`src/design/spp_pkg.sv`:
```
package spp_pkg;

  // parse phases; phases at or above PH_FIELD select a field slot (phase - PH_FIELD)
  localparam logic [5:0] PH_ID    = 6'd0;
  localparam logic [5:0] PH_LEN   = 6'd1;
  localparam logic [5:0] PH_SKIP  = 6'd2;
  localparam logic [5:0] PH_FIELD = 6'd3;

  localparam logic [5:0] NUM_CODES       = 6'd41;
  localparam logic [5:0] CODE_GYRO_COUNT = 6'd29;
  localparam logic [5:0] CODE_GYRO_X     = 6'd30;
  localparam logic [5:0] CODE_GYRO_Z     = 6'd32;
  localparam logic [5:0] PH_GYRO_X       = PH_FIELD + CODE_GYRO_X;

  localparam logic [7:0] ID_RAW_GYRO = 8'h0D;

  localparam logic [3:0] ST_OK    = 4'd0;
  localparam logic [3:0] ST_CSUM  = 4'd1;
  localparam logic [3:0] ST_TRUNC = 4'd12;

  typedef struct packed {
    logic [7:0] byte_value;
    logic       packet_start;
  } in_item_t;

  typedef struct packed {
    logic [5:0]  field_code;
    logic [31:0] field_value;
    logic [6:0]  sample_index;
    logic        is_status;
    logic [3:0]  status_code;
  } res_t;

  typedef struct packed {
    logic       known;
    logic [5:0] start;
    logic [7:0] len;
    logic [3:0] err;
  } id_info_t;

  typedef struct packed {
    logic [2:0]  size;
    logic        last;
    logic [2:0]  tail;
    logic [31:0] mask;
  } slot_t;

  function automatic id_info_t lookup_id(input logic [7:0] id);
    id_info_t r;
    r = '0;
    case (id)
      8'h01: r = '{1'b1, 6'd0,  8'h0F, 4'd2};
      8'h03: r = '{1'b1, 6'd12, 8'h03, 4'd3};
      8'h04: r = '{1'b1, 6'd15, 8'h07, 4'd4};
      8'h05: r = '{1'b1, 6'd17, 8'h06, 4'd5};
      8'h06: r = '{1'b1, 6'd20, 8'h02, 4'd6};
      8'h0A: r = '{1'b1, 6'd22, 8'h04, 4'd7};
      8'h0B: r = '{1'b1, 6'd25, 8'h04, 4'd8};
      8'h0D: r = '{1'b1, 6'd28, 8'h00, 4'd9};
      8'h10: r = '{1'b1, 6'd33, 8'h10, 4'd10};
      8'h13: r = '{1'b1, 6'd38, 8'h0C, 4'd11};
      default: r = '0;
    endcase
    return r;
  endfunction

  function automatic slot_t slot_info(input logic [5:0] code);
    slot_t r;
    r = '{3'd1, 1'b0, 3'd0, 32'hFFFF_FFFF};
    case (code)
      6'd0, 6'd4, 6'd5, 6'd15, 6'd17, 6'd18, 6'd30, 6'd31, 6'd32,
      6'd33, 6'd34, 6'd35, 6'd36:   r.size = 3'd2;
      6'd1, 6'd3:                   r.mask = 32'h0000_0007;
      6'd2:                         r.mask = 32'h0000_0003;
      6'd11, 6'd14, 6'd21:          r.last = 1'b1;
      6'd16:                        r = '{3'd2, 1'b1, 3'd3, 32'hFFFF_FFFF};
      6'd19:                        r = '{3'd2, 1'b1, 3'd0, 32'hFFFF_FFFF};
      6'd24, 6'd27:                 r = '{3'd1, 1'b1, 3'd1, 32'hFFFF_FFFF};
      6'd37:                        r = '{3'd2, 1'b1, 3'd6, 32'hFFFF_FFFF};
      6'd38, 6'd39:                 r.size = 3'd4;
      6'd40:                        r = '{3'd4, 1'b1, 3'd0, 32'hFFFF_FFFF};
      default:                      r = '{3'd1, 1'b0, 3'd0, 32'hFFFF_FFFF};
    endcase
    return r;
  endfunction

endpackage

```
`src/design/spp_in_reg.sv`:
```
module spp_in_reg (
  input  logic              clk,
  input  logic              rst_n,
  input  logic              in_valid,
  output logic              in_ready,
  input  spp_pkg::in_item_t in_item,
  input  logic              take,
  output logic              item_vld,
  output spp_pkg::in_item_t item
);

  logic              vld_r, vld_nxt;
  spp_pkg::in_item_t item_r;

  assign in_ready = !vld_r || take;
  assign vld_nxt  = in_ready ? in_valid : vld_r;
  assign item_vld = vld_r;
  assign item     = item_r;

  always_ff @(posedge clk) begin
    if (!rst_n) begin
      vld_r <= 1'b0;
    end else begin
      vld_r <= vld_nxt;
    end
  end

  always_ff @(posedge clk) begin
    if (in_ready && in_valid) begin
      item_r <= in_item;
    end
  end

endmodule

```
`src/design/spp_core.sv`:
```
module spp_core (
  input  logic              clk,
  input  logic              rst_n,
  input  logic              fire,
  input  spp_pkg::in_item_t item,
  output logic              res_vld,
  output spp_pkg::res_t     res
);

  logic        inpkt_r, inpkt_nxt;
  logic [7:0]  bpos_r, bpos_nxt;
  logic [7:0]  plen_r, plen_nxt;
  logic [7:0]  xor_r, xor_nxt;
  logic [5:0]  phase_r, phase_nxt;
  logic [7:0]  sid_r, sid_nxt;
  logic [7:0]  skip_r, skip_nxt;
  logic [31:0] asm_r, asm_nxt;
  logic [6:0]  gl_r, gl_nxt;
  logic [3:0]  ferr_r, ferr_nxt;
  logic [2:0]  fb_r, fb_nxt;

  logic [7:0]          b;
  logic [8:0]          pos;
  logic [7:0]          xor_new;
  spp_pkg::id_info_t   info;
  logic [5:0]          code;
  spp_pkg::slot_t      slot;
  logic [31:0]         asm_new;
  logic [2:0]          fb_new;
  logic [15:0]         prod;
  logic [6:0]          div3;
  logic [6:0]          gl_dec;
  logic [7:0]          skip_dec;
  logic                len_ok;

  always_comb begin
    b        = item.byte_value;
    pos      = {1'b0, bpos_r} + 9'd1;
    xor_new  = xor_r ^ b;
    info     = spp_pkg::lookup_id(sid_r);
    code     = phase_r - spp_pkg::PH_FIELD;
    slot     = spp_pkg::slot_info(code);
    asm_new  = asm_r | ({24'd0, b} << {fb_r[1:0], 3'b000});
    fb_new   = fb_r + 3'd1;
    prod     = {8'd0, b} * 16'd171;     // b / 3 exact for 8-bit b
    div3     = prod[15:9];
    gl_dec   = (gl_r != 7'd0) ? gl_r - 7'd1 : gl_r;
    skip_dec = (skip_r != 8'd0) ? skip_r - 8'd1 : skip_r;
    len_ok   = (sid_r == spp_pkg::ID_RAW_GYRO) ? !b[0] : (b == info.len);

    inpkt_nxt = inpkt_r;
    bpos_nxt  = bpos_r;
    plen_nxt  = plen_r;
    xor_nxt   = xor_r;
    phase_nxt = phase_r;
    sid_nxt   = sid_r;
    skip_nxt  = skip_r;
    asm_nxt   = asm_r;
    gl_nxt    = gl_r;
    ferr_nxt  = ferr_r;
    fb_nxt    = fb_r;
    res_vld   = 1'b0;
    res       = '0;

    if (fire) begin
      if (item.packet_start) begin
        inpkt_nxt = 1'b1;
        bpos_nxt  = 8'd0;
        plen_nxt  = b;
        xor_nxt   = b;
        phase_nxt = spp_pkg::PH_ID;
        sid_nxt   = 8'd0;
        skip_nxt  = 8'd0;
        asm_nxt   = 32'd0;
        gl_nxt    = 7'd0;
        ferr_nxt  = spp_pkg::ST_OK;
        fb_nxt    = 3'd0;
      end else if (inpkt_r) begin
        bpos_nxt = pos[7:0];
        xor_nxt  = xor_new;
        if (pos == {1'b0, plen_r} + 9'd1) begin
          // checksum byte: final status
          inpkt_nxt     = 1'b0;
          res_vld       = 1'b1;
          res.is_status = 1'b1;
          if (xor_new != 8'd0) begin
            res.status_code = spp_pkg::ST_CSUM;
          end else if (ferr_r != spp_pkg::ST_OK) begin
            res.status_code = ferr_r;
          end else if (phase_r != spp_pkg::PH_ID) begin
            res.status_code = spp_pkg::ST_TRUNC;
          end else begin
            res.status_code = spp_pkg::ST_OK;
          end
        end else if (ferr_r == spp_pkg::ST_OK) begin
          case (phase_r)
            spp_pkg::PH_ID: begin
              sid_nxt   = b;
              phase_nxt = spp_pkg::PH_LEN;
            end
            spp_pkg::PH_LEN: begin
              if (info.known) begin
                if (!len_ok) begin
                  ferr_nxt = info.err;
                end else begin
                  phase_nxt = spp_pkg::PH_FIELD + info.start;
                  asm_nxt   = 32'd0;
                  fb_nxt    = 3'd0;
                end
              end else begin
                skip_nxt  = b;
                phase_nxt = (b != 8'd0) ? spp_pkg::PH_SKIP : spp_pkg::PH_ID;
              end
            end
            spp_pkg::PH_SKIP: begin
              skip_nxt = skip_dec;
              if (skip_dec == 8'd0) begin
                phase_nxt = spp_pkg::PH_ID;
              end
            end
            default: begin
              if (code >= spp_pkg::NUM_CODES) begin
                phase_nxt = spp_pkg::PH_ID;
              end else if (fb_new < slot.size) begin
                asm_nxt = asm_new;
                fb_nxt  = fb_new;
              end else begin
                res_vld         = 1'b1;
                res.field_code  = code;
                res.field_value = asm_new & slot.mask;
                asm_nxt         = 32'd0;
                fb_nxt          = 3'd0;
                if (code == spp_pkg::CODE_GYRO_COUNT) begin
                  res.field_value = {25'd0, div3};
                  gl_nxt          = div3;
                  skip_nxt        = {1'b0, div3};
                  phase_nxt       = (div3 != 7'd0) ? spp_pkg::PH_GYRO_X : spp_pkg::PH_ID;
                end else if (code >= spp_pkg::CODE_GYRO_X && code <= spp_pkg::CODE_GYRO_Z) begin
                  // skip_r holds the frame total while frames are read
                  res.sample_index = skip_r[6:0] - gl_r;
                  if (code == spp_pkg::CODE_GYRO_Z) begin
                    gl_nxt    = gl_dec;
                    phase_nxt = (gl_dec != 7'd0) ? spp_pkg::PH_GYRO_X : spp_pkg::PH_ID;
                    if (gl_dec == 7'd0) begin
                      skip_nxt = 8'd0;
                    end
                  end else begin
                    phase_nxt = phase_r + 6'd1;
                  end
                end else if (slot.last) begin
                  skip_nxt  = {5'd0, slot.tail};
                  phase_nxt = (slot.tail != 3'd0) ? spp_pkg::PH_SKIP : spp_pkg::PH_ID;
                end else begin
                  phase_nxt = phase_r + 6'd1;
                end
              end
            end
          endcase
        end
      end
    end
  end

  always_ff @(posedge clk) begin
    if (!rst_n) begin
      inpkt_r <= 1'b0;
      bpos_r  <= 8'd0;
      plen_r  <= 8'd0;
      xor_r   <= 8'd0;
      phase_r <= spp_pkg::PH_ID;
      sid_r   <= 8'd0;
      skip_r  <= 8'd0;
      asm_r   <= 32'd0;
      gl_r    <= 7'd0;
      ferr_r  <= spp_pkg::ST_OK;
      fb_r    <= 3'd0;
    end else begin
      inpkt_r <= inpkt_nxt;
      bpos_r  <= bpos_nxt;
      plen_r  <= plen_nxt;
      xor_r   <= xor_nxt;
      phase_r <= phase_nxt;
      sid_r   <= sid_nxt;
      skip_r  <= skip_nxt;
      asm_r   <= asm_nxt;
      gl_r    <= gl_nxt;
      ferr_r  <= ferr_nxt;
      fb_r    <= fb_nxt;
    end
  end

endmodule

```
`src/design/spp_out_buf.sv`:
```
module spp_out_buf (
  input  logic          clk,
  input  logic          rst_n,
  input  logic          push,
  input  spp_pkg::res_t push_res,
  output logic          space,
  output logic          out_valid,
  input  logic          out_ready,
  output spp_pkg::res_t out_res
);

  spp_pkg::res_t mem_r [2];
  logic          wr_ptr_r, wr_ptr_nxt;
  logic          rd_ptr_r, rd_ptr_nxt;
  logic [1:0]    cnt_r, cnt_nxt;
  logic          pop;

  assign out_valid  = (cnt_r != 2'd0);
  assign out_res    = mem_r[rd_ptr_r];
  assign pop        = out_valid && out_ready;
  // a full buffer still takes a result when the head leaves this cycle
  assign space      = (cnt_r != 2'd2) || out_ready;
  assign wr_ptr_nxt = push ? !wr_ptr_r : wr_ptr_r;
  assign rd_ptr_nxt = pop ? !rd_ptr_r : rd_ptr_r;
  assign cnt_nxt    = cnt_r + {1'b0, push} - {1'b0, pop};

  always_ff @(posedge clk) begin
    if (!rst_n) begin
      wr_ptr_r <= 1'b0;
      rd_ptr_r <= 1'b0;
      cnt_r    <= 2'd0;
    end else begin
      wr_ptr_r <= wr_ptr_nxt;
      rd_ptr_r <= rd_ptr_nxt;
      cnt_r    <= cnt_nxt;
    end
  end

  always_ff @(posedge clk) begin
    if (push) begin
      mem_r[wr_ptr_r] <= push_res;
    end
  end

endmodule

```
`src/design/sensor_packet_subpayload_parser.sv`:
```
// Chan  Handshake            Fields (port name = prefix + field)
// in    in_valid/in_ready    in_:  byte_value packet_start
// out   out_valid/out_ready  out_: field_code field_value sample_index is_status status_code
//
// Each in transfer is one packet byte; each out transfer one field or the packet status.
// One byte per cycle while the result buffer has room: each byte is a single pass through the
// parser logic between the input register and the two-entry result buffer.
// Each result is built from the registered byte and shows on out_* from the result buffer.
// Synchronous active-low reset clears the parser state, empties both stages.
// A stalled out channel backs up only once two results are waiting.
module sensor_packet_subpayload_parser (
  input  logic        clk,
  input  logic        rst_n,
  input  logic        in_valid,
  output logic        in_ready,
  input  logic [7:0]  in_byte_value,
  input  logic        in_packet_start,
  output logic        out_valid,
  input  logic        out_ready,
  output logic [5:0]  out_field_code,
  output logic [31:0] out_field_value,
  output logic [6:0]  out_sample_index,
  output logic        out_is_status,
  output logic [3:0]  out_status_code
);

  spp_pkg::in_item_t in_item;
  spp_pkg::in_item_t item;
  logic              item_vld;
  logic              space;
  logic              fire;
  logic              res_vld;
  spp_pkg::res_t     res;
  spp_pkg::res_t     out_res;

  assign in_item.byte_value   = in_byte_value;
  assign in_item.packet_start = in_packet_start;

  // registered byte is parsed whenever the result buffer can take a transfer
  assign fire = item_vld && space;

  spp_in_reg u_in_reg (
    .clk      (clk),
    .rst_n    (rst_n),
    .in_valid (in_valid),
    .in_ready (in_ready),
    .in_item  (in_item),
    .take     (fire),
    .item_vld (item_vld),
    .item     (item)
  );

  // packet framing, XOR check, sub-payload walk and field assembly
  spp_core u_core (
    .clk     (clk),
    .rst_n   (rst_n),
    .fire    (fire),
    .item    (item),
    .res_vld (res_vld),
    .res     (res)
  );

  spp_out_buf u_out_buf (
    .clk       (clk),
    .rst_n     (rst_n),
    .push      (fire && res_vld),
    .push_res  (res),
    .space     (space),
    .out_valid (out_valid),
    .out_ready (out_ready),
    .out_res   (out_res)
  );

  assign out_field_code   = out_res.field_code;
  assign out_field_value  = out_res.field_value;
  assign out_sample_index = out_res.sample_index;
  assign out_is_status    = out_res.is_status;
  assign out_status_code  = out_res.status_code;

endmodule

```
`config.mk`:
```
export PLATFORM = sky130hd
export DESIGN_NAME = sensor_packet_subpayload_parser
export DESIGN_NICKNAME = d
export VERILOG_FILES = /design/src/design/spp_pkg.sv /design/src/design/spp_in_reg.sv /design/src/design/spp_core.sv /design/src/design/spp_out_buf.sv /design/src/design/sensor_packet_subpayload_parser.sv
export SDC_FILE = /design/constraint.sdc
export NUM_CORES = 1
export LEC_CHECK = 0
export BUFFER_PORTS_ARGS = -buffer_cell sky130_fd_sc_hd__buf_2
export CAP_MARGIN = 20
export CORE_MARGIN = 3
export CORE_UTILIZATION = 60
export CTS_CLUSTER_DIAMETER = 80
export CTS_CLUSTER_SIZE = 40
export DETAILED_ROUTE_END_ITERATION = 12
export HOLD_SLACK_MARGIN = 0.15
export PLACE_DENSITY = 0.79
export SLEW_MARGIN = 20
export SYNTH_ARGS = -nofsm -noshare
export SYNTH_HDL_FRONTEND = slang
export SYNTH_HIERARCHICAL = 1
export SYNTH_SLANG_ARGS = --single-unit
```
`constraint.sdc`:
```
create_clock -name clk -period 10.3 [get_ports clk]
set_input_delay 1.03 -clock clk [delete_from_list [all_inputs] [get_ports clk]]
set_output_delay 1.03 -clock clk [all_outputs]
set_load 0.03 [all_outputs]
```
==> metrics.log, run 1 <==
[metrics] run status: finished, final reports clean
[metrics] number of cells on the worst reg-to-reg path: 16
[metrics] final setup violating endpoints: 0
[metrics] minimum period implied by the final worst setup slack: 5.430 ns
[metrics] die outline area: 24,260 µm²
[metrics] master of the slowest instance on the critical path: edfxtp_1
[metrics] fraction of layout instances using a drive strength above 1: 14.09%
[metrics] clock transition at the registers of the reported paths: 0.14 ns
[metrics] power density cells: 141.5 nW/µm²
[metrics] cell area after synthesis: 13,460 µm²
[metrics] cell type with the highest aggregate area in the netlist: edfxtp_1
[metrics] minimum setup slack among reg-to-reg paths: 4.87 ns
[metrics] count of max-cap constraint violations: 0
[metrics] class of the most critical setup path: flip-flop to flip-flop
[metrics] Setup Total Neg Slack: 0 ns
[metrics] number of standard-cell rows in the floorplan: 54
[metrics] number of failing hold endpoints at the final stage: 0
[metrics] number of flops mapped to enable cells by yosys: 109
[metrics] capturing element type of the critical path: flip-flop
[metrics] count of state elements after synthesis: 224
[metrics] standby leakage power: 5.543 nW
[metrics] residual overflow from global routing: 0
[metrics] CTS buffer count: 12
[metrics] cell-by-cell trace of the critical path: ha_1, ha_1, fa_1, inv_1, fa_1, inv_1, ha_1, a2111oi_0, o21ai_0, a41oi_1, o21ai_0, nor4b_1, a211oi_1, nor4b_1, o31a_1, o21ai_0
[metrics] Avg Vias per Cell: 6.196
[metrics] clock tree from TritonCTS: built
[metrics] IO Port Bufs: 64
[metrics] share of the cycle needed by the critical path after routing: 52.72%
[metrics] hold path cells: 1
[metrics] vias in the first global route: 9,611
[metrics] Avg WL per Cell: 18.82 µm
[metrics] worst vdd ir: 0.0001091 V
[metrics] # DRC: 0
[metrics] final worst-path setup slack: 4.870 ns
[metrics] data arrival time of the critical path: 5.77 ns
[metrics] buffer and inverter count on the worst path: 2
[metrics] Hold Path Class: flip-flop to flip-flop
[metrics] Post-CTS Hold Buffers: 0
[metrics] final-stage net count: 1,463
[metrics] Mapped Avg Cell Area: 9.938 µm²
[metrics] clk_skew: 0.04174 ns
[metrics] number of distinct library cells after synthesis: 96
[metrics] Routability Congestion: 0.9551
[metrics] Final Total Pwr: 0.002013 W
[metrics] detailed-route via count: 10,224
[metrics] post-CTS resize count: 0
[metrics] sequential-to-total area share from yosys stat: 41.43%
[metrics] final wirelength: 31,050 µm
[metrics] maximum clock frequency: 184.2 MHz
[metrics] final number of max-transition violations: 0
[metrics] initial cell density of the core: 61.28%
[metrics] wire length of the first global-routing pass: 50,210 µm
[metrics] endpoint of the worst-slack reg-to-reg timing path: u_core/phase_r[0]$_SDFFE_PN0P_
[metrics] most instantiated library cell after synthesis: nor2_1
[metrics] area growth from synthesis to layout: 5.709%
[metrics] pin count of the biggest net entering global routing: 52
[metrics] initial DRC count: 1,095
[metrics] max incr delay on CP: 0.88 ns
[metrics] total placed instance area: 13,770 µm²
[metrics] worst-path maximum fanout: 18
[metrics] post-detail-place hpwl: 22,110 µm
[metrics] fraction of synthesized cell area taken by the top area cell type: 24.32%
[metrics] Setup crit start: u_in_reg/item[3]$_DFFE_PP_
[metrics] most frequent cells after synthesis: 133 x nor2_1, 116 x nand2_1, 115 x dfxtp_1
[metrics] setup repair after global routing missed its margin: no
[metrics] H-Tree Depth: 1
[metrics] count of nets left with antenna violations after detail routing: 0
[metrics] overall fraction of global-route tracks in use: 25.21%
[metrics] n_diodes: 0
[metrics] root buffer cell: clkbuf_16
[metrics] area of all placed cells without fillers: 14,220 µm²
[metrics] Startpoint Class: flip-flop
[metrics] first-pass iteration count of the detailed router: 5
[metrics] critical register-to-register path startpoint: u_in_reg/item[3]$_DFFE_PP_
[metrics] Vert. Die Dim: 155.8 µm
[metrics] horizontal die dimension: 155.8 µm
[metrics] area of the core region: 21,960 µm²
[metrics] endpoint of the worst hold path: u_core/asm_r[12]$_SDFFE_PN0P_
[metrics] headroom to the max-slew limit: 34.40%
[metrics] async set or reset register ratio after synthesis: 0%
[metrics] yosys synthesis warning count: 6
[metrics] top area cells in the synthesized netlist: edfxtp_1 24%, dfxtp_1 17%, ha_1 6.8%
[metrics] total I/O pin count: 65
[metrics] CTS Buffer Depth: 3
[metrics] cell count after synthesis: 1,354
[metrics] nets in the synthesized netlist: 1,453
[metrics] count of buffers added by post-CTS timing repair for setup: 0
[metrics] worst min-delay path startpoint: u_core/asm_r[12]$_SDFFE_PN0P_
[metrics] worst slew pin tran: 0.9804 ns
[metrics] most frequently used flop master after synthesis: dfxtp_1
[metrics] worst-skew pair later-pin latency: 0.50 ns
[metrics] CP top delay family: adder cells
[metrics] initial antenna violation count: 0
[metrics] clock sink count: 224
[metrics] DP Worst Slack: 4.998 ns
[metrics] required time of the critical path: 10.64 ns
-- placed cells by master (no fill, tap or decap), drive strengths merged, types with 32 or more instances in the layout --
| cell type | synthesis | routed |
|---|---|---|
| nand2 | 116 | 116 |
| mux2 | 53 | 53 |
| dfxtp | 115 | 115 |
| ha | 73 | 73 |
| o2bb2ai | 32 | 32 |
| a21oi | 88 | 88 |
| nor2 | 141 | 141 |
| nand3 | 33 | 33 |
| inv | 78 | 81 |
| o21ai | 52 | 52 |
| edfxtp | 109 | 109 |
| xnor2 | 37 | 37 |
| buf | 29 | 75 |
-- state kept, by name, indices dropped and copies added, names as in the netlist, named ones only --
register and flops:
u_core/asm_r 32, u_core/bpos_r 8, u_core/fb_r 3, u_core/ferr_r 4, u_core/gl_r 7, u_core/inpkt_r 1, u_core/phase_r 6, u_core/plen_r 8
u_core/sid_r 8, u_core/skip_r 8, u_core/xor_r 8, u_in_reg/item 9, u_in_reg/item_vld 1, u_out_buf/cnt_r 2, u_out_buf/mem_r 100, u_out_buf/rd_ptr_r 1
u_out_buf/wr_ptr_r 1
-- cells by family after synthesis --
kind of cell	Yosys count	share of synthesized area (%)
adder cells (fa/ha/maj)	86	8.722
XOR/XNOR	66	4.510
flip-flops	224	41.43
buffers and inverters	157	5.551
AND/OR/NAND/NOR	432	15.76
AO/OA/AOI/OAI	312	16.32
multiplexers	77	7.708
-- power by group --
part	internal [W]	switching [W]	total [W]
registers	0.000940	0.0000473	0.000987
logic	0.000183	0.000265	0.000448
clock network	0.000256	0.000322	0.000577
-- area by class of cell --
cell class	count	area [µm²]
clock buffers	14	329.1
well taps	280	350.3
repair buffers	75	402.9
fillers	1722	7734
flip-flops and latches	224	5579
clock inverters	6	115.1
multi-input cells	973	7156
inverters	78	292.8
-- through the flow --
stage	std cells	util [%]	hold slack (ns)
after global routing	1650	64.78	0.4899
after CTS	1650	64.72	0.4807
after floorplan	1354	-	0.4331
after detailed placement	1630	62.70	0.4469
after global placement	1630	62.70	0.4457
final	1650	64.78	0.4779
-- worst register-to-register path, cell delays in order, from the launching register on --
cell and delay, ns:
edfxtp_1 0.88, ha_1 0.39, ha_1 0.31, fa_1 0.52, inv_1 0.06, fa_1 0.53, inv_1 0.04, ha_1 0.19
a2111oi_0 0.39, o21ai_0 0.20, a41oi_1 0.41, o21ai_0 0.29, nor4b_1 0.37, a211oi_1 0.09, nor4b_1 0.38, o31a_1 0.19
o21ai_0 0.06
-- worst max path at each step --
stage / to / slack [ns] / depth (start not counted)
global placement: u_core/phase_r[0]$_SDFFE_PN0P_ / 5.17 / 16
global route: u_core/phase_r[0]$_SDFFE_PN0P_ / 4.46 / 16
floorplan: u_out_buf/mem_r[0][0]$_DFFE_PP_ / 4.46 / 17
CTS: u_core/phase_r[0]$_SDFFE_PN0P_ / 4.95 / 16
detailed placement: u_core/phase_r[0]$_SDFFE_PN0P_ / 5.00 / 16
finish: u_core/phase_r[0]$_SDFFE_PN0P_ / 4.87 / 16
-- metal layers --
metal	wire length [µm]	share of wire [%]	track usage (%)	vias to the layer above
li1	-	-	-	4894
met1	14220	46	37.87	4880
met2	13980	45	39.30	393
met3	2087	6.7	2.469	57
met4	760	2.4	6.812	0
met5	0	0	0	-
Power figures use the tool's default switching activity.
==> run 2, diff against run 1 <==
CORE_UTILIZATION = 56   (was 60)
PLACE_DENSITY = 0.78   (was 0.79)
clock period = 4.85 ns   (was 10.3 ns; I/O delays follow)
==> run 2 against run 1 <==
Net effect: global-route usage is 0.43 points lower; sequential share of layout area fell by 0.97 points; largest power group unchanged; via count is 3.2% higher; wire length is 5.6% higher; fmax rose by 18%; critical endpoint unchanged.
==> metrics.log, run 2 (synthesized netlist as in run 1, its figures left out) <==
[metrics] area of the core region: 23,540 µm² (+7.2%)
[metrics] class of the most critical setup path: flip-flop to flip-flop
[metrics] power density cells: 302.6 nW/µm² (+110%)
[metrics] number of standard-cell rows in the floorplan: 56 (+3.7%)
[metrics] worst slew pin tran: 0.9008 ns (-0.07959 ns)
[metrics] final-stage net count: 1,494 (+2.1%)
[metrics] Hold Path Class: primary input to flip-flop
[metrics] minimum period implied by the final worst setup slack: 4.588 ns (-0.8421 ns)
[metrics] Logic pwr share: 23.6% (+1.3 points)
[metrics] number of cells on the worst reg-to-reg path: 16 (unchanged)
[metrics] internal power: 0.003034 W (+120%)
[metrics] first-pass iteration count of the detailed router: 5 (unchanged)
[metrics] post-detail-place hpwl: 23,160 µm (+4.8%)
[metrics] Avg WL per Cell: 19.06 µm (+1.3%)
[metrics] vias in the first global route: 10,068 (+4.8%)
[metrics] die outline area: 25,930 µm² (+6.9%)
[metrics] max incr delay on CP: 0.53 ns (-0.35 ns)
[metrics] non-filler cells in the finished layout: 1,721 (+4.3%)
[metrics] clock share of power: 29.7% (+1.0 points)
[metrics] Routability Congestion: 0.9402 (-1.6%)
[metrics] headroom to the max-slew limit: 39.39% (+5.0 points)
[metrics] commonest non-fill, non-tap cells in the layout: 133 x nor2_1, 116 x nand2_1, 114 x dfxtp_1
[metrics] CTS Buffer Depth: 3 (unchanged)
[metrics] initial DRC count: 906 (-17%)
[metrics] share of the cycle needed by the critical path after routing: 94.60% (+42 points)
[metrics] clock transition at the registers of the reported paths: 0.07 ns (-0.07 ns)
[metrics] clock sink count: 224 (unchanged)
[metrics] Setup crit start: u_in_reg/item[1]$_DFFE_PP_
[metrics] data arrival time of the critical path: 4.97 ns (-0.80 ns)
[metrics] CP top delay family: adder cells
[metrics] final wirelength: 32,790 µm (+5.6%)
[metrics] run status: finished, final reports clean
[metrics] pin count of the biggest net entering global routing: 52 (unchanged)
[metrics] worst vdd ir: 0.0002563 V (+140%)
[metrics] critical register-to-register path startpoint: u_in_reg/item[1]$_DFFE_PP_
[metrics] overall fraction of global-route tracks in use: 24.78% (-0.43 points)
[metrics] clk_skew: 0.08468 ns (+0.04294 ns)
[metrics] worst min-delay path startpoint: in_byte_value[6]
[metrics] total I/O pin count: 65 (unchanged)
[metrics] Top reg by flops: u_out_buf/mem_r
[metrics] Vert. Die Dim: 161.0 µm (+3.4%)
[metrics] CTS buffer count: 13 (+1)
[metrics] # DRC: 0 (unchanged)
[metrics] n_diodes: 0 (unchanged)
[metrics] IO Port Bufs: 64 (unchanged)
[metrics] Startpoint Class: flip-flop
[metrics] detailed-route via count: 10,549 (+3.2%)
[metrics] clock tree from TritonCTS: built
[metrics] standby leakage power: 5.721 nW (+3.2%)
[metrics] switching fraction of total power: 31.27% (-0.20 points)
[metrics] horizontal die dimension: 161.0 µm (+3.4%)
[metrics] residual overflow from global routing: 0 (unchanged)
[metrics] worst-skew pair later-pin latency: 0.53 ns (+0.03 ns)
[metrics] power share of the sequential group: 46.7% (-2.4 points)
[metrics] master of the slowest instance on the critical path: fa_1
[metrics] fillcell total: 1,961 (+14%)
[metrics] Avg Vias per Cell: 6.130 (-1.1%)
[metrics] Post-CTS Hold Buffers: 0 (unchanged)
[metrics] area growth from synthesis to layout: 8.387%
[metrics] cell-by-cell trace of the critical path: ha_1, ha_1, fa_1, inv_1, fa_1, inv_1, ha_1, a2111oi_0, o21ai_0, a41oi_2, o21ai_0, and2_1, a211oi_1, nor4b_2, o31a_1, o21ai_0
[metrics] net switching power figure: 0.001380 W (+120%)
[metrics] wire length of the first global-routing pass: 52,920 µm (+5.4%)
[metrics] count of max-cap constraint violations: 0 (unchanged)
[metrics] buffer and inverter count on the worst path: 2 (unchanged)
[metrics] root buffer cell: clkbuf_16
[metrics] Setup Total Neg Slack: 0 ns (unchanged)
[metrics] initial cell density of the core: 57.16% (-4.1 points)
[metrics] initial antenna violation count: 0 (unchanged)
[metrics] number of gates on the worst path with buffers counted: 16 (unchanged)
[metrics] maximum clock frequency: 218.0 MHz (+18%)
[metrics] flip-flop count of the largest register after layout: 100 (unchanged)
[metrics] number of failing hold endpoints at the final stage: 0 (unchanged)
[metrics] required time of the critical path: 5.24 ns (-5.40 ns)
[metrics] H-Tree Depth: 1 (unchanged)
[metrics] final setup violating endpoints: 0 (unchanged)
[metrics] worst-path maximum fanout: 5 (-13)
[metrics] count of nets left with antenna violations after detail routing: 0 (unchanged)
[metrics] most common cell after layout, fill and taps aside: nor2_1
[metrics] capturing element type of the critical path: flip-flop
[metrics] setup repair after global routing missed its margin: no
[metrics] hold path cells: 1 (unchanged)
[metrics] fraction of layout instances using a drive strength above 1: 16.19% (+2.1 points)
[metrics] final number of max-transition violations: 0 (unchanged)
[metrics] Cell Count Post-Placement: 1,699 (+4.2%)
-- run 2: final cells by class --
cell class	count	area (µm²)	area share, %
Multi-Input combinational cell	973	7168	49.15
Clock inverter	6	123.9	0.8493
Clock buffer	16	356.6	2.445
Inverter	78	292.8	2.007
Sequential cell	224	5579	38.25
Tap cell	319	399.1	2.737
Timing Repair Buffer	105	665.6	4.564
-- run 2: repair_timing --
| item | in CTS | in global routing |
|---|---|---|
| gates resized for setup | 0 | 3 |
| setup buffers | 0 | 0 |
| setup endpoints to repair | 0 | 4 |
-- run 2: metrics by stage --
step           setup WS (ns)  power [W]  util, %  hold WS (ns)  instance area, µm²
2_1_floorplan         0.1227   0.002894        -        0.4331               13460
3_3_place_gp          0.2407   0.003082    59.83        0.4447               14080
3_5_place_dp         0.07523   0.003114    59.83        0.4473               14080
4_1_cts              0.04036   0.004408    61.87        0.1924               14570
5_1_grt              0.04967   0.004592    61.95        0.1985               14590
6_report              0.2621   0.004414    61.95        0.2022               14590
-- run 2: worst reg2reg max path: stages, from the launching register on --
cell and delay, ns:
edfxtp_1 0.41, ha_1 0.34, ha_1 0.30, fa_1 0.50, inv_1 0.05, fa_1 0.53, inv_1 0.05, ha_1 0.19
a2111oi_0 0.35, o21ai_0 0.23, a41oi_2 0.30, o21ai_0 0.26, and2_1 0.25, a211oi_1 0.27, nor4b_2 0.09, o31a_1 0.28
o21ai_0 0.12
-- run 2: layer usage --
layer	track usage, %	wire length, µm
met1	35.16	14270
met3	3.257	2298
met5	0	0
met4	6.883	869
met2	40.29	15350
-- run 2: final timing paths --
path | to | slack (ns)
setup / recovery | u_core/phase_r[0]$_SDFFE_PN0P_ | 0.26
hold / removal | u_in_reg/item[7]$_DFFE_PP_ | 0.20
setup reg to reg | u_core/phase_r[0]$_SDFFE_PN0P_ | 0.26
hold reg to reg | u_core/plen_r[6]$_SDFFE_PN0P_ | 0.46
-- run 2: power groups by stage --
stage	Sequential [W]	Clock, W	Combinational [W]
floorplan	0.00206	0	0.000834
global placement	0.00210	0	0.000982
detailed placement	0.00210	0	0.00101
CTS	0.00206	0.00133	0.00102
global route	0.00207	0.00139	0.00114
finish	0.00206	0.00131	0.00104
